### config.mk
export PLATFORM = sky130hd
export DESIGN_NAME = temperature_protection_trip_core
export DESIGN_NICKNAME = d
export VERILOG_FILES = /design/src/rtl/tpt_pkg.sv /design/src/rtl/temperature_protection_trip_core.sv /design/src/rtl/tpt_div.sv /design/src/rtl/tpt_cfg.sv /design/src/rtl/tpt_eval.sv
export SDC_FILE = /design/constraint.sdc
export NUM_CORES = 1
export LEC_CHECK = 0
export BUFFER_PORTS_ARGS = -buffer_cell sky130_fd_sc_hd__buf_4
export CAP_MARGIN = 20
export CELL_PAD_IN_SITES_DETAIL_PLACEMENT = 1
export CELL_PAD_IN_SITES_GLOBAL_PLACEMENT = 1
export CORE_ASPECT_RATIO = 1.4
export CORE_UTILIZATION = 45
export CTS_BUF_LIST = sky130_fd_sc_hd__clkbuf_16
export DETAILED_ROUTE_END_ITERATION = 12
export PLACE_DENSITY = 0.82
export SLEW_MARGIN = 20
export SYNTH_ARGS = -nofsm -noshare
export SYNTH_HDL_FRONTEND = slang
export SYNTH_SLANG_ARGS = --single-unit
### constraint.sdc
create_clock -name i_clk -period 17.2 [get_ports i_clk]
set_input_delay 0 -clock i_clk [delete_from_list [all_inputs] [get_ports i_clk]]
set_output_delay 0 -clock i_clk [all_outputs]
set_load 0.005 [all_outputs]
### src/rtl/tpt_pkg.sv
// Shared types and constants for the temperature protection trip core.
// No dependencies; every module refers to it by scoped names.
package tpt_pkg;

    localparam int TEMP_WIDTH = 16;
    localparam int LIMIT_W    = 16;
    localparam int CMP_W      = ((TEMP_WIDTH > LIMIT_W) ? TEMP_WIDTH : LIMIT_W) + 1;

    localparam int CFG_IDX_W  = 3;
    localparam int CFG_DATA_W = 16;
    localparam int DELAY_W    = 8;
    localparam int PERIOD_W   = 16;
    localparam int COUNT_W    = 16;

    localparam int MS_PER_MINUTE = 60000;

    // Reset values of the registers and of the derived scale and tick count
    localparam int PERIOD_RST = 1000;
    localparam int DELAY_RST  = 5;
    localparam int OUTLET_LIMIT_RST = 90;
    localparam int RISE_LIMIT_RST   = 10;
    localparam int DIFF_LIMIT_RST   = 2;
    localparam int SCALE_RST  = MS_PER_MINUTE / PERIOD_RST;
    localparam int TICKS_RST  = DELAY_RST * MS_PER_MINUTE / PERIOD_RST;

    // Serial divider: dividend covers 255 * 60000
    localparam int DIVIDEND_W = 24;
    localparam int DIV_STEPS  = DIVIDEND_W;
    localparam int DIV_CNT_W  = $clog2(DIV_STEPS);

    typedef enum logic [CFG_IDX_W-1:0] {
        CFG_OUTLET_EN    = 3'd0,
        CFG_DIFF_EN      = 3'd1,
        CFG_OUTLET_LIMIT = 3'd2,
        CFG_RISE_LIMIT   = 3'd3,
        CFG_DIFF_LIMIT   = 3'd4,
        CFG_DELAY_MIN    = 3'd5,
        CFG_PERIOD_MS    = 3'd6
    } t_cfg_idx;

    typedef enum logic [2:0] {
        VERDICT_OK          = 3'd0,
        VERDICT_OVERTEMP    = 3'd1,
        VERDICT_FAST_RISE   = 3'd2,
        VERDICT_MIN_DIFF    = 3'd3,
        VERDICT_SENSOR_FAIL = 3'd4
    } t_verdict;

    typedef struct packed {
        logic signed [TEMP_WIDTH-1:0] outlet_temp;
        logic signed [TEMP_WIDTH-1:0] inlet_temp;
        logic signed [TEMP_WIDTH-1:0] prev_outlet_temp;
        logic                         outlet_sensor_ok;
        logic                         inlet_sensor_ok;
        logic                         clear_delay;
    } t_in;

    typedef struct packed {
        t_verdict verdict;
        logic     tripped;
    } t_out;

    // Configuration as seen by the evaluation logic, derived values included
    typedef struct packed {
        logic                      outlet_en;
        logic                      diff_en;
        logic signed [LIMIT_W-1:0] outlet_limit;
        logic signed [LIMIT_W-1:0] rise_limit;
        logic signed [LIMIT_W-1:0] diff_limit;
        logic [PERIOD_W-1:0]       scale;
        logic [COUNT_W-1:0]        ticks;
    } t_cfg;

endpackage

### src/rtl/temperature_protection_trip_core.sv
// Top level of the temperature protection trip core.
// Depends on tpt_pkg, tpt_cfg (with tpt_div) and tpt_eval.
//
//  channel | signals                                   | beat
//  --------+-------------------------------------------+-----------------------
//  in      | i_in_valid / o_in_ready / i_in_data        | one protection tick
//  out     | o_out_valid / i_out_ready / o_out_data     | one verdict per tick
//  cfg     | i_cfg_we / i_cfg_idx / i_cfg_wdata         | one register write
//
// Rate: one beat per cycle while no divider pass runs and verdicts are taken; a
//   verdict is offered once its tick has passed the input register and then the
//   result register.
// A write to period_ms or diff_delay_minutes drops o_in_ready while the serial
//   divider forms the scale and delay tick count, one quotient bit per cycle
//   over a 24-bit dividend.
// Reset: synchronous, active low; derived scale (60) and delay ticks (300)
//   come straight out of reset, so no divider pass follows it.
// Stalls: a held verdict keeps the result register; the input register still
//   refills behind it, then o_in_ready drops until the verdict is taken.
module temperature_protection_trip_core (
    input  logic                            i_clk,
    input  logic                            i_rst_n,
    input  logic                            i_in_valid,
    output logic                            o_in_ready,
    input  tpt_pkg::t_in                    i_in_data,
    output logic                            o_out_valid,
    input  logic                            i_out_ready,
    output tpt_pkg::t_out                   o_out_data,
    input  logic                            i_cfg_we,
    input  logic [tpt_pkg::CFG_IDX_W-1:0]   i_cfg_idx,
    input  logic [tpt_pkg::CFG_DATA_W-1:0]  i_cfg_wdata
);

    tpt_pkg::t_cfg                 cfg;
    logic                          cfg_busy;

    logic                          r_in_valid;
    tpt_pkg::t_in                  r_in;
    logic                          r_out_valid;
    tpt_pkg::t_out                 r_out;
    logic [tpt_pkg::COUNT_W-1:0]   r_delay_count;

    tpt_pkg::t_out                 res;
    logic [tpt_pkg::COUNT_W-1:0]   n_delay_count;
    logic                          in_fire;
    logic                          advance;

    tpt_cfg u_cfg (
        .i_clk       (i_clk),
        .i_rst_n     (i_rst_n),
        .i_cfg_we    (i_cfg_we),
        .i_cfg_idx   (i_cfg_idx),
        .i_cfg_wdata (i_cfg_wdata),
        .o_cfg       (cfg),
        .o_busy      (cfg_busy)
    );

    tpt_eval u_eval (
        .i_item  (r_in),
        .i_cfg   (cfg),
        .i_count (r_delay_count),
        .o_res   (res),
        .o_count (n_delay_count)
    );

    // Advance the held tick into the result register when that slot frees up
    assign advance    = r_in_valid && (!r_out_valid || i_out_ready);
    // Take a new tick when the input register empties this cycle; hold off
    // while the derived values are being recomputed
    assign o_in_ready = !cfg_busy && (!r_in_valid || advance);
    assign in_fire    = i_in_valid && o_in_ready;

    always_ff @(posedge i_clk) begin
        if (!i_rst_n) begin
            r_in_valid    <= 1'b0;
            r_out_valid   <= 1'b0;
            r_delay_count <= '0;
        end else begin
            if (in_fire) begin
                r_in_valid <= 1'b1;
            end else if (advance) begin
                r_in_valid <= 1'b0;
            end
            if (advance) begin
                r_out_valid   <= 1'b1;
                // the delay counter moves only as a tick is evaluated
                r_delay_count <= n_delay_count;
            end else if (i_out_ready) begin
                r_out_valid <= 1'b0;
            end
        end
    end

    // Payload: capture on the beat, hold otherwise
    always_ff @(posedge i_clk) begin
        if (in_fire) begin
            r_in <= i_in_data;
        end
        if (advance) begin
            r_out <= res;
        end
    end

    assign o_out_valid = r_out_valid;
    assign o_out_data  = r_out;

endmodule

### src/rtl/tpt_div.sv
// Serial restoring divider deriving scale and start-delay tick count.
// Depends on tpt_pkg; one quotient bit per cycle for both dividends.
module tpt_div (
    input  logic                          i_clk,
    input  logic                          i_rst_n,
    input  logic                          i_start,
    input  logic [tpt_pkg::PERIOD_W-1:0]  i_period,
    input  logic [tpt_pkg::DELAY_W-1:0]   i_delay_min,
    output logic                          o_busy,
    output logic [tpt_pkg::PERIOD_W-1:0]  o_scale,
    output logic [tpt_pkg::COUNT_W-1:0]   o_ticks
);

    localparam int DW = tpt_pkg::DIVIDEND_W;
    localparam int RW = tpt_pkg::PERIOD_W;

    logic                          r_run;
    logic [tpt_pkg::DIV_CNT_W-1:0] r_cnt;
    logic [RW-1:0]                 r_div;
    logic [DW-1:0]                 r_num_a, r_num_b;
    logic [RW-1:0]                 r_rem_a, r_rem_b;
    logic [RW-1:0]                 r_scale;
    logic [tpt_pkg::COUNT_W-1:0]   r_ticks;

    logic [DW-1:0] n_num_a, n_num_b;
    logic [RW-1:0] n_rem_a, n_rem_b;
    logic [DW-1:0] dm_ext;
    logic          last;

    // One restoring step: shift in the next dividend bit, subtract if it fits
    function automatic logic [DW+RW-1:0] div_step(
        input logic [DW-1:0] num,
        input logic [RW-1:0] rem,
        input logic [RW-1:0] dvs
    );
        logic [RW:0] rem2;
        logic        ge;
        logic [RW:0] diff;
        rem2 = {rem, num[DW-1]};
        ge   = (rem2 >= {1'b0, dvs});
        diff = rem2 - {1'b0, dvs};
        return {num[DW-2:0], ge, (ge ? diff[RW-1:0] : rem2[RW-1:0])};
    endfunction

    assign {n_num_a, n_rem_a} = div_step(r_num_a, r_rem_a, r_div);
    assign {n_num_b, n_rem_b} = div_step(r_num_b, r_rem_b, r_div);
    assign dm_ext = DW'(i_delay_min);
    assign last   = (r_cnt == tpt_pkg::DIV_CNT_W'(tpt_pkg::DIV_STEPS - 1));

    always_ff @(posedge i_clk) begin
        if (!i_rst_n) begin
            r_run   <= 1'b0;
            r_cnt   <= '0;
            r_scale <= RW'(tpt_pkg::SCALE_RST);
            r_ticks <= tpt_pkg::COUNT_W'(tpt_pkg::TICKS_RST);
        end else if (i_start) begin
            r_run <= 1'b1;
            r_cnt <= '0;
        end else if (r_run) begin
            r_cnt <= r_cnt + 1'b1;
            if (last) begin
                r_run   <= 1'b0;
                r_scale <= n_num_a[RW-1:0];
                // saturate the delay tick count at the counter's full scale
                r_ticks <= (|n_num_b[DW-1:tpt_pkg::COUNT_W]) ? '1
                                                             : n_num_b[tpt_pkg::COUNT_W-1:0];
            end
        end
    end

    always_ff @(posedge i_clk) begin
        if (i_start) begin
            r_div   <= (i_period == '0) ? RW'(1) : i_period;
            r_num_a <= DW'(tpt_pkg::MS_PER_MINUTE);
            r_num_b <= dm_ext * DW'(tpt_pkg::MS_PER_MINUTE);
            r_rem_a <= '0;
            r_rem_b <= '0;
        end else if (r_run) begin
            r_num_a <= n_num_a;
            r_num_b <= n_num_b;
            r_rem_a <= n_rem_a;
            r_rem_b <= n_rem_b;
        end
    end

    assign o_busy  = r_run;
    assign o_scale = r_scale;
    assign o_ticks = r_ticks;

endmodule

### src/rtl/tpt_cfg.sv
// Configuration registers and derivation of scale and delay ticks.
// Depends on tpt_pkg and tpt_div.
module tpt_cfg (
    input  logic                            i_clk,
    input  logic                            i_rst_n,
    input  logic                            i_cfg_we,
    input  logic [tpt_pkg::CFG_IDX_W-1:0]   i_cfg_idx,
    input  logic [tpt_pkg::CFG_DATA_W-1:0]  i_cfg_wdata,
    output tpt_pkg::t_cfg                   o_cfg,
    output logic                            o_busy
);

    logic                               r_outlet_en;
    logic                               r_diff_en;
    logic signed [tpt_pkg::LIMIT_W-1:0] r_outlet_limit;
    logic signed [tpt_pkg::LIMIT_W-1:0] r_rise_limit;
    logic signed [tpt_pkg::LIMIT_W-1:0] r_diff_limit;
    logic [tpt_pkg::DELAY_W-1:0]        r_delay_min;
    logic [tpt_pkg::PERIOD_W-1:0]       r_period;
    logic                               r_kick;
    logic                               n_kick;
    logic                               div_busy;
    logic [tpt_pkg::PERIOD_W-1:0]       scale;
    logic [tpt_pkg::COUNT_W-1:0]        ticks;
    tpt_pkg::t_cfg_idx                  idx;

    assign idx = tpt_pkg::t_cfg_idx'(i_cfg_idx);

    always_comb begin
        n_kick = 1'b0;
        if (i_cfg_we) begin
            unique case (idx)
                tpt_pkg::CFG_DELAY_MIN,
                tpt_pkg::CFG_PERIOD_MS: n_kick = 1'b1;
                default:                n_kick = 1'b0;
            endcase
        end
    end

    always_ff @(posedge i_clk) begin
        if (!i_rst_n) begin
            r_outlet_en    <= 1'b0;
            r_diff_en      <= 1'b0;
            r_outlet_limit <= tpt_pkg::LIMIT_W'(tpt_pkg::OUTLET_LIMIT_RST);
            r_rise_limit   <= tpt_pkg::LIMIT_W'(tpt_pkg::RISE_LIMIT_RST);
            r_diff_limit   <= tpt_pkg::LIMIT_W'(tpt_pkg::DIFF_LIMIT_RST);
            r_delay_min    <= tpt_pkg::DELAY_W'(tpt_pkg::DELAY_RST);
            r_period       <= tpt_pkg::PERIOD_W'(tpt_pkg::PERIOD_RST);
            r_kick         <= 1'b0;
        end else begin
            r_kick <= n_kick;
            if (i_cfg_we) begin
                unique case (idx)
                    tpt_pkg::CFG_OUTLET_EN:    r_outlet_en    <= i_cfg_wdata[0];
                    tpt_pkg::CFG_DIFF_EN:      r_diff_en      <= i_cfg_wdata[0];
                    tpt_pkg::CFG_OUTLET_LIMIT: r_outlet_limit <= i_cfg_wdata;
                    tpt_pkg::CFG_RISE_LIMIT:   r_rise_limit   <= i_cfg_wdata;
                    tpt_pkg::CFG_DIFF_LIMIT:   r_diff_limit   <= i_cfg_wdata;
                    tpt_pkg::CFG_DELAY_MIN:    r_delay_min    <= i_cfg_wdata[tpt_pkg::DELAY_W-1:0];
                    tpt_pkg::CFG_PERIOD_MS:    r_period       <= i_cfg_wdata;
                    default: ;
                endcase
            end
        end
    end

    tpt_div u_div (
        .i_clk       (i_clk),
        .i_rst_n     (i_rst_n),
        .i_start     (r_kick),
        .i_period    (r_period),
        .i_delay_min (r_delay_min),
        .o_busy      (div_busy),
        .o_scale     (scale),
        .o_ticks     (ticks)
    );

    assign o_busy = r_kick | div_busy;

    assign o_cfg.outlet_en    = r_outlet_en;
    assign o_cfg.diff_en      = r_diff_en;
    assign o_cfg.outlet_limit = r_outlet_limit;
    assign o_cfg.rise_limit   = r_rise_limit;
    assign o_cfg.diff_limit   = r_diff_limit;
    assign o_cfg.scale        = scale;
    assign o_cfg.ticks        = ticks;

endmodule

### src/rtl/tpt_eval.sv
// Verdict logic for one tick and next value of the start-delay counter.
// Depends on tpt_pkg; purely combinational.
module tpt_eval (
    input  tpt_pkg::t_in                  i_item,
    input  tpt_pkg::t_cfg                 i_cfg,
    input  logic [tpt_pkg::COUNT_W-1:0]   i_count,
    output tpt_pkg::t_out                 o_res,
    output logic [tpt_pkg::COUNT_W-1:0]   o_count
);

    localparam int W  = tpt_pkg::TEMP_WIDTH;
    localparam int CW = tpt_pkg::CMP_W;
    localparam int PW = W + tpt_pkg::PERIOD_W;

    logic signed [CW-1:0] outlet_x, limit_x;
    logic [W:0]           rise_s, diff_s;
    logic                 rise_pos, diff_pos;
    logic [PW-1:0]        prod_full;
    logic [W-1:0]         prod_sat;
    logic                 over_trip, rise_trip, diff_trip;
    logic [tpt_pkg::COUNT_W-1:0] base;
    tpt_pkg::t_verdict    verdict;

    assign outlet_x = CW'($signed(i_item.outlet_temp));
    assign limit_x  = CW'($signed(i_cfg.outlet_limit));
    assign over_trip = (outlet_x >= limit_x);

    assign rise_s = {i_item.outlet_temp[W-1], i_item.outlet_temp}
                  - {i_item.prev_outlet_temp[W-1], i_item.prev_outlet_temp};
    assign diff_s = {i_item.outlet_temp[W-1], i_item.outlet_temp}
                  - {i_item.inlet_temp[W-1], i_item.inlet_temp};
    assign rise_pos = !rise_s[W] && (rise_s != '0);
    assign diff_pos = !diff_s[W] && (diff_s != '0);

    // per-minute rise, saturated to the temperature width
    assign prod_full = PW'(rise_s[W-1:0]) * PW'(i_cfg.scale);
    assign prod_sat  = (|prod_full[PW-1:W]) ? '1 : prod_full[W-1:0];

    // magnitudes are unsigned: a negative rise limit trips on any positive rise,
    // a negative difference limit never does
    assign rise_trip = rise_pos && (i_cfg.rise_limit[tpt_pkg::LIMIT_W-1]
                     || (CW'(prod_sat) >= CW'($unsigned(i_cfg.rise_limit))));
    assign diff_trip = diff_pos && !i_cfg.diff_limit[tpt_pkg::LIMIT_W-1]
                     && (CW'(diff_s[W-1:0]) <= CW'($unsigned(i_cfg.diff_limit)));

    assign base = i_item.clear_delay ? '0 : i_count;

    always_comb begin
        verdict = tpt_pkg::VERDICT_OK;
        o_count = base;
        if (i_cfg.outlet_en && !i_item.outlet_sensor_ok) begin
            verdict = tpt_pkg::VERDICT_SENSOR_FAIL;
        end else if (i_cfg.outlet_en && over_trip) begin
            verdict = tpt_pkg::VERDICT_OVERTEMP;
        end else if (i_cfg.outlet_en && rise_trip) begin
            verdict = tpt_pkg::VERDICT_FAST_RISE;
        end else if (i_cfg.diff_en) begin
            if (!i_item.outlet_sensor_ok || !i_item.inlet_sensor_ok) begin
                verdict = tpt_pkg::VERDICT_SENSOR_FAIL;
            end else if (base >= i_cfg.ticks) begin
                if (diff_trip) begin
                    verdict = tpt_pkg::VERDICT_MIN_DIFF;
                end
            end else begin
                o_count = base + 1'b1;
            end
        end
    end

    assign o_res.verdict = verdict;
    assign o_res.tripped = (verdict != tpt_pkg::VERDICT_OK);

endmodule

==> results.tsv <==
stage	metric	value	unit
run_status	outcome	completed	
placement	Cell Area, Placed	27100	um^2
sta	clock skew	0.0136	ns
sta	Slew headroom	29.5	%
floorplan	initial core utilization	45.7	%
synthesis	syn nets	3550	
power_and_ir_drop	PwrDens	161	nW/um^2
clocking	Resize count post-CTS	0	
clocking	post-CTS repair timing setup buffer count	0	
synthesis	synth top area cells	fa_1 (17%), dfxtp_1 (15%), ha_1 (14%)	
synthesis	post-synthesis cell type count	87	
floorplan	Ports	81	
final_layout	# diodes	0	
setup_path	R2R cell count	36	
synthesis	most numerous cell in the Yosys netlist	nand2_1	
synthesis	synth warn	0	
synthesis	Synth Area in Compound Gates	13.0	%
final_layout	Layout area overhead	11.6	%
sta	RSZ-0062 raised after global routing	no	
flow_run	Max-Cap Viols	0	
sta	# setup viols final	0	
synthesis	Synth Area in Adders	30.7	%
floorplan	Core ar.	56700	um^2
setup_path	r2r endpoint	r_delay_count[8]$_SDFFE_PN0P_	
power_and_ir_drop	post-layout total power	0.00466	W
synthesis	ys flop type	dfxtp_1	
clocking	clock slew at reported path FFs	0.07	ns
power_and_ir_drop	Pleak	12.8	nW
setup_path	crit path DAT	11.88	ns
global_route	Overflow after GRT	0	
synthesis	register area share after synthesis	25.3	%
synthesis	ys async rst share	0	%
synthesis	largest family of logic cells by synthesized area	adder cells	
sta	fmax	87.8	MHz
hold_path	hold path cells	6	
clocking	root buf cell	clkbuf_16	
final_layout	layout cell share with drive strength beyond 1	6.55	%
floorplan	# rows	103	
global_route	global-route wire length before repair	131000	um
power_and_ir_drop	VDD IR-drop max	204	uV
placement	Routability Congestion	0.929	
placement	dpl hpwl	59300	um
setup_path	Crit path top cell by count	fa_1	
setup_path	crit end category	register	
floorplan	total die area	58600	um^2
route	DRT antenna net count	0	
route	Pre-antenna DRT Iters	5	
sta	worst hold slack	0.0425	ns
hold_path	min-delay src	i_cfg_idx[2]	
synthesis	simple-gate share of the synthesized area	18.6	%
global_route	Total GRT Usage	28.2	%
global_route	initial antenna violation count	0	
route	Final Routed Wirelength	81000	um
synthesis	gate count of the mapped netlist	2971	
synthesis	Cell Area, Synth	25900	um^2
synthesis	synthesized area per cell	8.73	um^2
setup_path	startpoint types	register	
sta	transition time of the tightest slew-check pin	1.06	ns
sta	Max Slew Vio Count	0	
global_route	vias in the first global route	25100	
setup_path	RR Startpoint	r_in[39]$_DFFE_PP_	
synthesis	post-synthesis xor/xnor area fraction	2.57	%
synthesis	synthesized flop and latch total	282	
synthesis	largest area contributor in the netlist	fa_1	
clocking	cts bufs inserted	30	
setup_path	worst-path fanout max	17	
floorplan	chip width	205	um
clocking	CTS tree	yes	
clocking	Num Clock Sinks	282	
sta	final period utilization	66.2	%
final_layout	final instance area	28900	um^2
setup_path	r2r setup slk	5.81	ns
clocking	clock latency at the later pin of the worst-skew pair	0.60	ns
setup_path	Worst path slowest cell	nor2_1	
synthesis	synth cell count leaders	nand2_1 (453), inv_1 (399), ha_1 (284)	
placement	Port Buf Inserts	80	
clocking	Clock Path Buffers	3	
hold_path	Hold Path Class	in2reg	
clocking	CTS Hold Bufs	79	
synthesis	fraction of synthesized area in multiplexers	2.13	%
final_layout	Nets	3638	
route	DR vias	22000	
sta	final hold vios	0	
route	Routed wire per std cell	21.2	um
synthesis	Yosys top cell area share	17.0	%
final_layout	# fillers	6581	
hold_path	Hold Path Sink	u_cfg.r_outlet_limit[2]$_SDFFE_PN0P_	
route	DR vias/cell	5.76	
setup_path	Setup CP Type	reg2reg	
synthesis	number of synthesized flops with an enable pin	90	
sta	post-layout min period	11.39	ns
setup_path	max incr delay on CP	0.72	ns
clocking	H-tree levels	1	
route	initial DRC count	981	
sta	setup TNS	0	ns
route	DR DRC count	0	
setup_path	worst path required time	17.69	ns
floorplan	die height	286	um
global_route	largest net degree at the start of global routing	77	
final cells by class:
type | count | area, um^2 | share of cell area (%)
multi-input cells | 2161 | 17400 | 60.1
clock inverters | 26 | 241 | 0.835
well taps | 735 | 920 | 3.18
inverters | 399 | 1500 | 5.18
clock buffers | 30 | 751 | 2.59
repair buffers | 185 | 1590 | 5.48
flip-flops and latches | 282 | 6550 | 22.6
power by group:
| group | switching, W | internal [W] | total [W] |
|---|---|---|---|
| Clock | 0.000303 | 0.000366 | 0.000670 |
| Combinational | 0.00191 | 0.00126 | 0.00318 |
| Sequential | 0.0000548 | 0.000757 | 0.000811 |
| Total | 0.00227 | 0.00239 | 0.00466 |
cells by family (layout without fill, tap and decap cells):
group / Yosys count / after routing
flops: 282 / 282
mux: 55 / 55
buf+inv: 528 / 640
compound gates: 507 / 507
xor+xnor: 76 / 76
simple gates: 1019 / 1019
fa+ha+maj: 504 / 504
placed cells by master, fill, tap and decap left out, drive strengths merged, types with 80 or more instances in the layout:
master	instances
a21oi	177
nor2	147
inv	408
fa	220
and2	81
ha	284
edfxtp	90
dfxtp	192
o21ai	80
nand2	453
nand3	82
buf	106
state kept, by name (all words and copies together), names as in the netlist, 8 cells and up:
signal,flops
u_cfg.r_delay_min,8
r_in,51
u_cfg.r_rise_limit,16
u_cfg.u_div.o_scale,16
u_cfg.u_div.o_ticks,16
u_cfg.r_diff_limit,16
u_cfg.u_div.r_num_b,24
u_cfg.u_div.r_rem_b,16
u_cfg.u_div.r_num_a,24
u_cfg.u_div.r_div,16
r_delay_count,16
u_cfg.r_period,16
u_cfg.r_outlet_limit,16
u_cfg.u_div.r_rem_a,16
per-stage QoR:
stage | setup WS [ns] | util, % | instances
3_3_place_gp | 6.16 | 47.9 | 3683
6_report | 5.81 | 51.0 | 3818
4_1_cts | 5.86 | 51.0 | 3818
2_1_floorplan | 7.11 | - | 2971
5_1_grt | 5.10 | 51.0 | 3818
3_5_place_dp | 5.88 | 47.9 | 3683
per-layer routing:
layer / track usage, % / part of all wire [%] / wire [um]
met2: 53.0 / 53 / 43100
met4: 15.7 / 6.0 / 4890
met1: 30.0 / 37 / 29700
met5: 0 / 0 / 0
met3: 3.35 / 4.1 / 3320
how the worst max path moves through the flow:
stage                       start                       endpoint  slack [ns]  cells past startpoint
2_1_floorplan   r_in[3]$_DFFE_PP_  r_delay_count[5]$_SDFFE_PN0P_        7.11                     43
3_3_place_gp   r_in[39]$_DFFE_PP_  r_delay_count[6]$_SDFFE_PN0P_        6.16                     36
3_5_place_dp   r_in[39]$_DFFE_PP_  r_delay_count[8]$_SDFFE_PN0P_        5.88                     34
4_1_cts        r_in[39]$_DFFE_PP_  r_delay_count[8]$_SDFFE_PN0P_        5.86                     34
5_1_grt        r_in[39]$_DFFE_PP_  r_delay_count[7]$_SDFFE_PN0P_        5.10                     36
6_report       r_in[39]$_DFFE_PP_  r_delay_count[8]$_SDFFE_PN0P_        5.81                     36
worst max-delay path: cells and delay by family, from the launching register on:
kind	cells	cell delay (ns)
DFF	1	0.47
AOI/OAI and AO/OA	10	2.11
adders and majority gates	9	4.25
muxes	1	0.16
xor gates and xnor gates	1	0.14
buffers and inverters	4	0.44
and+or+nand+nor	11	3.69
Power figures use the tool's default switching activity.
